$ cat config.mk
export PLATFORM = sky130hd
export DESIGN_NAME = clock_page_replacement_flat
export DESIGN_NICKNAME = d
export VERILOG_FILES = /design/src/hdl/cpr_pkg.sv /design/src/hdl/cpr_if.sv /design/src/hdl/clock_page_replacement.sv /design/src/flat_wrapper.sv
export SDC_FILE = /design/constraint.sdc
export NUM_CORES = 1
export LEC_CHECK = 0
export ABC_CLOCK_PERIOD_IN_PS = 2700
export BUFFER_PORTS_ARGS = -buffer_cell sky130_fd_sc_hd__buf_2
export CORE_ASPECT_RATIO = 1.1
export CORE_UTILIZATION = 56
export DETAILED_ROUTE_END_ITERATION = 7
export GPL_TIMING_DRIVEN = 0
export PLACE_DENSITY = 0.76
export SLEW_MARGIN = 20
export SYNTH_ARGS = -nofsm -noshare
export SYNTH_HDL_FRONTEND = slang
export SYNTH_SLANG_ARGS = --single-unit
export TNS_END_PERCENT = 30
$ cat constraint.sdc
create_clock -name clk -period 2.7 [get_ports clk]
set_input_delay 0.135 -clock clk [delete_from_list [all_inputs] [get_ports clk]]
set_output_delay 0.135 -clock clk [all_outputs]
set_load 0.005 [all_outputs]
$ cat src/hdl/cpr_pkg.sv
package cpr_pkg;

    localparam int unsigned FIELD_PAGE_W = 16;
    localparam int unsigned FIELD_FRAME_W = 4;
    localparam int unsigned CFG_W = 5;
    localparam int unsigned HIT_W = 32;

    typedef logic [FIELD_PAGE_W-1:0] page_field_t;
    typedef logic [CFG_W-1:0] cfg_field_t;

    typedef struct packed {
        logic                     hit;
        logic [FIELD_FRAME_W-1:0] frame_index;
        logic                     evicted_valid;
        page_field_t              evicted_page;
        logic [HIT_W-1:0]         hit_total;
    } result_t;

endpackage

$ cat src/hdl/cpr_if.sv
interface cpr_req_if;
    logic                 valid;
    logic                 ready;
    cpr_pkg::page_field_t page_number;
    modport source (output valid, output page_number, input ready);
    modport sink (input valid, input page_number, output ready);
endinterface

interface cpr_res_if;
    logic             valid;
    logic             ready;
    cpr_pkg::result_t data;
    modport source (output valid, output data, input ready);
    modport sink (input valid, input data, output ready);
endinterface

interface cpr_cfg_if;
    logic                valid;
    logic                ready;
    cpr_pkg::cfg_field_t data;
    modport source (output valid, output data, input ready);
    modport sink (input valid, input data, output ready);
endinterface

$ cat src/hdl/clock_page_replacement.sv
// channel | dir | payload
// req     | in  | page_number
// res     | out | hit, frame_index, evicted_valid, evicted_page, hit_total
// cfg     | in  | frames_in_use
// A request scans the lookup over the n frames in use (one page memory read
// per cycle, compared in the following cycle); a hit leaves the scan at the
// matching frame and loads the result register, which S_OUT then marks valid.
// A miss on a full table sweeps the hand over the frames, then writes back the
// new page and loads the result register.
// Reset clears valid and reference bits, hand, fill count and hit count at once.
// A result waits in the output register; the next request is taken once the
// result register is free.
module clock_page_replacement #(
    parameter int unsigned MAX_FRAMES = 16,
    parameter int unsigned PAGE_BITS = 16
) (
    input logic clk,
    input logic rst_n,
    cpr_req_if.sink req,
    cpr_res_if.source res,
    cpr_cfg_if.sink cfg
);
    localparam int unsigned IW = (MAX_FRAMES > 1) ? $clog2(MAX_FRAMES) : 1;
    localparam int unsigned CW = $clog2(MAX_FRAMES + 1);
    localparam int unsigned HIT_W_L = cpr_pkg::HIT_W;

    typedef enum logic [4:0] {
        S_IDLE  = 5'b00001,
        S_SCAN  = 5'b00010,
        S_SWEEP = 5'b00100,
        S_WRITE = 5'b01000,
        S_OUT   = 5'b10000
    } state_t;

    state_t state_reg, state_next;
    logic [PAGE_BITS-1:0] page_mem [MAX_FRAMES];
    logic [PAGE_BITS-1:0] rd_data_reg;
    logic [MAX_FRAMES-1:0] valid_reg, ref_reg;
    logic [CW-1:0] filled_reg;
    logic [IW-1:0] hand_reg;
    logic [HIT_W_L-1:0] hits_reg;
    cpr_pkg::cfg_field_t fiu_reg;
    logic [CW-1:0] n_reg;
    logic [IW-1:0] idx_reg, rd_idx_reg;
    logic rd_pend_reg;
    logic [PAGE_BITS-1:0] page_reg;
    logic ev_reg;
    cpr_pkg::result_t out_reg;
    logic out_valid_reg;

    logic [CW-1:0] n_calc;
    logic last_idx;
    logic [IW-1:0] hand_inc, idx_inc;

    assign cfg.ready = 1'b1;
    assign req.ready = (state_reg == S_IDLE) && !out_valid_reg;
    assign res.valid = out_valid_reg;
    assign res.data = out_reg;

    // effective frame count from the register
    always_comb
    begin
        if (fiu_reg == '0)
            n_calc = CW'(1);
        else if (32'(fiu_reg) > MAX_FRAMES)
            n_calc = CW'(MAX_FRAMES);
        else
            n_calc = CW'(fiu_reg);
    end

    assign last_idx = (CW'(rd_idx_reg) + CW'(1)) >= n_reg;
    assign hand_inc = ((CW'(hand_reg) + CW'(1)) >= n_reg) ? '0 : hand_reg + IW'(1);
    assign idx_inc = idx_reg + IW'(1);

    // page memory, one write and one registered read
    always_ff @(posedge clk)
    begin
        if (state_reg == S_WRITE)
            page_mem[hand_reg] <= page_reg;
        rd_data_reg <= page_mem[(state_reg == S_SWEEP || state_reg == S_WRITE) ?
                                hand_reg : idx_reg];
    end

    always_comb
    begin
        state_next = state_reg;
        case (state_reg)
            S_IDLE:  if (req.valid && req.ready) state_next = S_SCAN;
            S_SCAN:  state_next = S_SCAN;
            S_SWEEP: state_next = S_SWEEP;
            S_WRITE: state_next = S_OUT;
            S_OUT:   state_next = S_IDLE;
            default: state_next = S_IDLE;
        endcase
    end

    // control, lookup scan, sweep and write-back
    always_ff @(posedge clk or negedge rst_n)
    begin
        if (!rst_n)
        begin
            state_reg <= S_IDLE;
            valid_reg <= '0;
            ref_reg <= '0;
            filled_reg <= '0;
            hand_reg <= '0;
            hits_reg <= '0;
            fiu_reg <= cpr_pkg::cfg_field_t'(16);
            n_reg <= '0;
            idx_reg <= '0;
            rd_idx_reg <= '0;
            rd_pend_reg <= 1'b0;
            page_reg <= '0;
            out_reg <= '0;
            out_valid_reg <= 1'b0;
            ev_reg <= 1'b0;
        end
        else
        begin
            if (cfg.valid)
                fiu_reg <= cfg.data;
            if (res.valid && res.ready)
                out_valid_reg <= 1'b0;
            case (state_reg)
                S_IDLE:
                begin
                    if (req.valid && req.ready)
                    begin
                        state_reg <= S_SCAN;
                        page_reg <= req.page_number[PAGE_BITS-1:0];
                        n_reg <= n_calc;
                        if (CW'(hand_reg) >= n_calc)
                            hand_reg <= '0;
                        idx_reg <= '0;
                        rd_pend_reg <= 1'b0;
                        ev_reg <= 1'b0;
                    end
                end
                S_SCAN:
                begin
                    // issue read at idx, compare the previous one
                    rd_idx_reg <= idx_reg;
                    rd_pend_reg <= 1'b1;
                    idx_reg <= idx_inc;
                    if (rd_pend_reg && valid_reg[rd_idx_reg] && rd_data_reg == page_reg)
                    begin
                        ref_reg[rd_idx_reg] <= 1'b1;
                        if (hits_reg != '1)
                            hits_reg <= hits_reg + 1'b1;
                        out_reg.hit <= 1'b1;
                        out_reg.frame_index <= cpr_pkg::FIELD_FRAME_W'(rd_idx_reg);
                        out_reg.evicted_valid <= 1'b0;
                        out_reg.evicted_page <= '0;
                        out_reg.hit_total <= (hits_reg != '1) ? hits_reg + 1'b1 : hits_reg;
                        state_reg <= S_OUT;
                    end
                    else if (rd_pend_reg && last_idx)
                    begin
                        if (filled_reg < n_reg)
                        begin
                            if (valid_reg[hand_reg])
                                ev_reg <= 1'b1;
                            else
                                filled_reg <= filled_reg + CW'(1);
                            state_reg <= S_WRITE;
                        end
                        else
                            state_reg <= S_SWEEP;
                    end
                end
                S_SWEEP:
                begin
                    // hand inspects bits; page read for eviction comes on write
                    if (!valid_reg[hand_reg])
                        state_reg <= S_WRITE;
                    else if (!ref_reg[hand_reg])
                    begin
                        ev_reg <= 1'b1;
                        state_reg <= S_WRITE;
                    end
                    else
                    begin
                        ref_reg[hand_reg] <= 1'b0;
                        hand_reg <= hand_inc;
                    end
                end
                S_WRITE:
                begin
                    // old page is read in this cycle; S_OUT takes it as the evicted page
                    valid_reg[hand_reg] <= 1'b1;
                    ref_reg[hand_reg] <= 1'b0;
                    out_reg.hit <= 1'b0;
                    out_reg.frame_index <= cpr_pkg::FIELD_FRAME_W'(hand_reg);
                    out_reg.evicted_valid <= ev_reg;
                    out_reg.hit_total <= hits_reg;
                    hand_reg <= hand_inc;
                    state_reg <= S_OUT;
                end
                S_OUT:
                begin
                    if (!out_reg.hit)
                        out_reg.evicted_page <= ev_reg ?
                            cpr_pkg::FIELD_PAGE_W'(rd_data_reg) : '0;
                    out_valid_reg <= 1'b1;
                    state_reg <= S_IDLE;
                end
                default: state_reg <= state_next;
            endcase
        end
    end
endmodule

$ cat src/flat_wrapper.sv
// flat-port wrapper written by rule: the top's interface ports become plain ports
module clock_page_replacement_flat 
#(
    parameter int unsigned MAX_FRAMES = 16,
    parameter int unsigned PAGE_BITS = 16
)
  (clk, rst_n, req_valid, req_page_number, req_ready, res_valid, res_data, res_ready, cfg_valid, cfg_data, cfg_ready);
  cpr_req_if req_i ();
  cpr_res_if res_i ();
  cpr_cfg_if cfg_i ();
  input logic clk;
  input logic rst_n;
  input wire logic [$bits(req_i.valid)-1:0] req_valid;
  input wire logic [$bits(req_i.page_number)-1:0] req_page_number;
  output wire logic [$bits(req_i.ready)-1:0] req_ready;
  output wire logic [$bits(res_i.valid)-1:0] res_valid;
  output wire logic [$bits(res_i.data)-1:0] res_data;
  input wire logic [$bits(res_i.ready)-1:0] res_ready;
  input wire logic [$bits(cfg_i.valid)-1:0] cfg_valid;
  input wire logic [$bits(cfg_i.data)-1:0] cfg_data;
  output wire logic [$bits(cfg_i.ready)-1:0] cfg_ready;
  assign req_i.valid = req_valid;
  assign req_i.page_number = req_page_number;
  assign req_ready = req_i.ready;
  assign res_valid = res_i.valid;
  assign res_data = res_i.data;
  assign res_i.ready = res_ready;
  assign cfg_i.valid = cfg_valid;
  assign cfg_i.data = cfg_data;
  assign cfg_ready = cfg_i.ready;
  clock_page_replacement #(.MAX_FRAMES(MAX_FRAMES), .PAGE_BITS(PAGE_BITS)) u_core (.clk(clk), .rst_n(rst_n), .req(req_i), .res(res_i), .cfg(cfg_i));
endmodule
-- Word level (Yosys, flattened, before mapping)
Memories as Yosys holds them, arrays and structs flattened. A register that Yosys moved wholly into a read port is not among the register bits.
Cells that the tools add are included.
- $add $sub $neg: 6
- $lt $le $gt $ge: 9
- equal/unequal tests: 20
- mux-type cells: 52
- bitwise logic cells: 6
- reductions and logical operators: 28
- operators with widths (kind ; number):
    two-way mux 16 bit ; 5
    one-hot mux 32 bit (2 select lines) ; 1
    two-way mux 54 bit ; 1
    one-hot mux 16 bit (3 select lines) ; 1
    two-way mux 5 bit ; 7
    adder 32 x 1 -> 32 bit (second input constant) ; 1
    two-way mux 32 bit ; 1
    two-way mux 4 bit ; 8
    inequality test 32 bit (second input constant) ; 1
    bitwise OR 16 bit ; 2
    one-hot mux 16 bit (2 select lines) ; 1
    one-hot mux 5 bit (4 select lines) ; 1
    AND 16 bit ; 1
    == test 16 bit ; 1
    two-way mux 1 bit ; 16
    NOT 16 bit ; 1
    inequality test 2 bit (second input constant) ; 7
    binary-select mux 1 bit (select 4 bit) ; 3
    one-hot mux 4 bit (3 select lines) ; 1
    one-hot mux 6 bit (2 select lines) ; 1
    adder 4 x 1 -> 5 bit (second input constant) ; 2
    greater-or-equal comparator 5 bit ; 2
    less-than comparator 4 x 5 -> 1 bit (second input constant) ; 2
    AND reduction 5 bit ; 2
    other kinds (29) ; 52
- flip-flop bits (word level): 169
- RAM bits: 256
- memories: 1
- memories (memory ; depth ; bits a word ; read ports ; clocked after Yosys merged registers in ; wr ports ; line ; text):
    u_core.page_mem ; 16 ; 16 ; 1 ; 1 ; 1 ; clock_page_replacement.sv:36 ; logic [PAGE_BITS-1:0] page_mem [MAX_FRAMES];

-- Logic depth before layout (Yosys ltp)
- depth in word-level cells: 9
- mapped depth: 11

-- Worst setup path after synthesis
Ideal clock, no wire load.
- path type: reg-to-reg
- start point: reg u_core.state_reg[4]
- end point: mem u_core.page_mem[0][0], enable pin
- library setup time: 0.411 ns
- arrival: 2.369 ns
- slack: -0.080 ns
- stages on the path, launching flop included: 6
- buffers on the path: 1
- period minus slack after synthesis: 2.780 ns
- path through: dfrtp_1 > nor2_1 > and3_1 > clkbuf_1 > nand2_1 > nor3_1
- longest elaborated chain between the ends: 3
- ends and longest elaborated chain (element ; line ; text):
    start, declared ; clock_page_replacement.sv:35 ; state_t state_reg, state_next;
    start signal, assigned ; clock_page_replacement.sv:207 ; default: state_reg <= state_next;
    == test 5 x 4 -> 1 bit ; clock_page_replacement.sv:78 ; if (state_reg == S_WRITE)
    two-way mux 1 bit ; clock_page_replacement.sv:78 ;
    two-way mux 1 bit (implied by the code) ; clock_page_replacement.sv:79 ; page_mem[hand_reg] <= page_reg;
    end, declared ; clock_page_replacement.sv:36 ;
Every way passes these cells.

-- Final worst setup path
- start point: reg u_core.hand_reg[0]
- end point: reg u_core.rd_data_reg[5], read port of u_core.page_mem
- longest elaborated chain between the ends: 1
- ends and longest elaborated chain (element ; line ; text):
    start, declared ; clock_page_replacement.sv:40 ; logic [IW-1:0] hand_reg;
    start signal, assigned ; clock_page_replacement.sv:184 ; hand_reg <= hand_inc;
    start signal, assigned ; clock_page_replacement.sv:196 ; hand_reg <= hand_inc;
    two-way mux 4 bit ; clock_page_replacement.sv:80 ; rd_data_reg <= page_mem[(state_reg == S_SWEEP || state_reg == S_WRITE) ?
    end, declared ; clock_page_replacement.sv:37 ; logic [PAGE_BITS-1:0] rd_data_reg;
Every way passes these cells.
A chain may end at the register's enable or synchronous reset.

==> run summary <==
status: finished with violations
failing checks: setup timing
CTS tree: done
drt drc: 0
top cells by count, synth: edfxtp_1 (256), dfrtp_1 (167), nand2_1 (145), nand3_1 (84), nor2_1 (52)
family with the most delay on the worst path: buffers and inverters
routability cong.: 0.911
final hold violation count: 0
minimum clock period: 2710 ps
share of cells above drive strength 1: 0.267
WP data arrival: 3140 ps
P per Cell Area: 893 nW/µm²
Root Buffer: clkbuf_16
initial antenna violation count: 0
Setup CP Type: reg -> reg
max reg flops: 256
input/output buffers: 81
Sink Count: 441
Max-Cap Viols: 0
CP required: 3130 ps
vias per cell: 6.29
die footprint: 34800 µm²
Layout area overhead: 19.9%
routed len/inst: 24.2 µm
post-route ant nets: 0
Post-Route WL: 50.4 mm
Post-Syn Area per Cell: 13.4 µm²
Worst R2R Start: u_core.hand_reg[0]$_DFFE_PN0P_
top cells by area, synth: edfxtp_1 (40%), dfrtp_1 (22%), mux4_2 (5.1%), nand2_1 (2.9%), mux2_2 (2.4%)
grt ovf: 0
Crit path depth: 10
Yosys top cell area share: 0.403
Die W: 178 µm
Tcrit/Tclk final: 1.00
Rel. slew slack: 0.471
initial core utilization: 0.572
worst-margin pin slew: 790 ps
Peak VDD IR: 0.588 mV
Slew Limit Fails: 0
crit path to: u_core.rd_data_reg[5]$_DFF_P_
R2R cell count: 10
main flop type after synthesis: edfxtp_1
count leader, synth: edfxtp_1
Synthesized Nets: 1479
final setup fails: 1
crit-path max FO: 10
core area: 33400 µm²
Core Rows: 70
crit path setup slack, layout: -11.8 ps
CP max stage delay: 470 ps
CP Capture Type: flop
vias in the first global route: 13100
CTS Buf Count: 45
r2r setup slk: -10 ps
Post-Synthesis Cell Area: 19100 µm²
skew final: 21.5 ps
RR Endpoint: u_core.rd_data_reg[5]$_DFF_P_
largest net degree at the start of global routing: 87
first-pass GRT wire length: 76.2 mm
Ys Warns: 0
Pleak: 8.82 nW
Yosys cell types: 67
First-pass DRT Iterations: 8
Hold Crit Class: in -> async
die height: 196 µm
worst skew pair latency: 560 ps
DP HPWL: 32.9 mm
vias: 13100
overall global routing resource usage: 0.294
ys async rst share: 0.383
startpoint types: flop
CP startpoint: u_core.hand_reg[0]$_DFFE_PN0P_
CP most frequent cell: buf_12
clk slew on worst S/H paths: 60 ps
number of nets in the layout: 1672
sequential area share after synthesis: 0.641
setup TNS: -11.8 ps
number of enable flip-flop cells after synthesis: 256
CP max stage cell: dfrtp_2
H-tree Lvls: 2
Max clock buf depth: 3
CP Buf/Inv Count: 5
f_max: 369 MHz
Cell Chain, Critical Path: buf_6, clkinvlp_4, nor3_4, a21oi_4, buf_12, buf_12, buf_4, mux4_2, a22oi_2, nand3_1
Cells after Synth: 1424
# IOs: 83
Place WS: -832 ps
Yosys reg bits: 441
Iteration-0 DRC Markers: 1549
RSZ-0062 raised after global routing: yes
Synth area leader: edfxtp_1
Diodes inserted: 0
-- metal layers --
metal	global-route usage	share of wire	wire length (µm)
met5	0	0	0
met4	0.124	0.041	2050
met3	0.0504	0.069	3480
met2	0.482	0.50	25000
met1	0.387	0.39	19900
-- cell usage in the layout, fill, tap and decap left out, drive strengths merged, types with 32 or more instances in the layout --
master	instances
edfxtp	256
dfrtp	167
buf	158
nand2	145
clkbuf	101
nand3	84
nor2	54
xnor2	48
o21ai	48
mux4	43
mux2	43
xor2	39
nor3	36
o221ai	35
a21oi	35
o21a	33
a31oi	32
-- metrics by stage --
step,cells,instance area (µm²),util,total power (W),hold slack [ps]
2_1_floorplan,1424,19100,-,0.0115,-161
3_3_place_gp,1937,20000,0.601,0.0130,329
3_5_place_dp,1956,20400,0.611,0.0132,199
4_1_cts,2067,22500,0.674,0.0200,210
5_1_grt,2086,22900,0.686,0.0211,212
6_report,2086,22900,0.686,0.0204,160
-- cell families after synthesis --
family                     count (synthesis)  synth area share
and+or+nand+nor                          436             0.114
adders and majority gates                 29            0.0190
other                                      1          0.000196
AOI/OAI and AO/OA                        229            0.0810
buffers and inverters                    109            0.0258
xor gates and xnor gates                  87            0.0399
muxes                                     92            0.0793
DFF                                      441             0.641
-- cell type report --
| class | count | area, µm² |
|---|---|---|
| inverters | 26 | 108 |
| plain buffers | 78 | 502 |
| repair buffers | 151 | 1160 |
| well taps | 432 | 541 |
| fillers | 2297 | 10500 |
| clock inverters | 25 | 298 |
| clock buffers | 59 | 1240 |
| flip-flops and latches | 441 | 12300 |
| multi-input cells | 874 | 6750 |
-- timing repair --
item,CTS,global route
endpoints found under the hold margin,108,0
setup endpoints to repair,249,173
buffers inserted,2,19
hold buffers,29,0
resized for setup,91,54
pin swaps,7,14
gates cloned,0,1
-- worst min-delay path by stage --
stage	from	to	slack (ps)	depth (start not counted)
6_report	rst_n	u_core.res.data[40]$_DFFE_PN0P_	160	2
5_1_grt	rst_n	u_core.res.data[40]$_DFFE_PN0P_	210	2
4_1_cts	rst_n	u_core.res.data[40]$_DFFE_PN0P_	210	2
3_5_place_dp	rst_n	u_core.res.data[40]$_DFFE_PN0P_	200	1
3_3_place_gp	req_page_number[12]	u_core.page_reg[12]$_DFFE_PN0P_	330	3
2_1_floorplan	rst_n	u_core.ev_reg$_DFFE_PN0P_	-160	0
-- report_power, final --
| group | switching (W) | internal (W) | total (W) | leakage [nW] |
|---|---|---|---|---|
| clock network | 0.00266 | 0.00384 | 0.00650 | 0.752 |
| registers | 0.00101 | 0.00827 | 0.00928 | 4.70 |
| logic | 0.00276 | 0.00189 | 0.00465 | 3.36 |
Note: power is estimated with default switching activity, not from simulation.
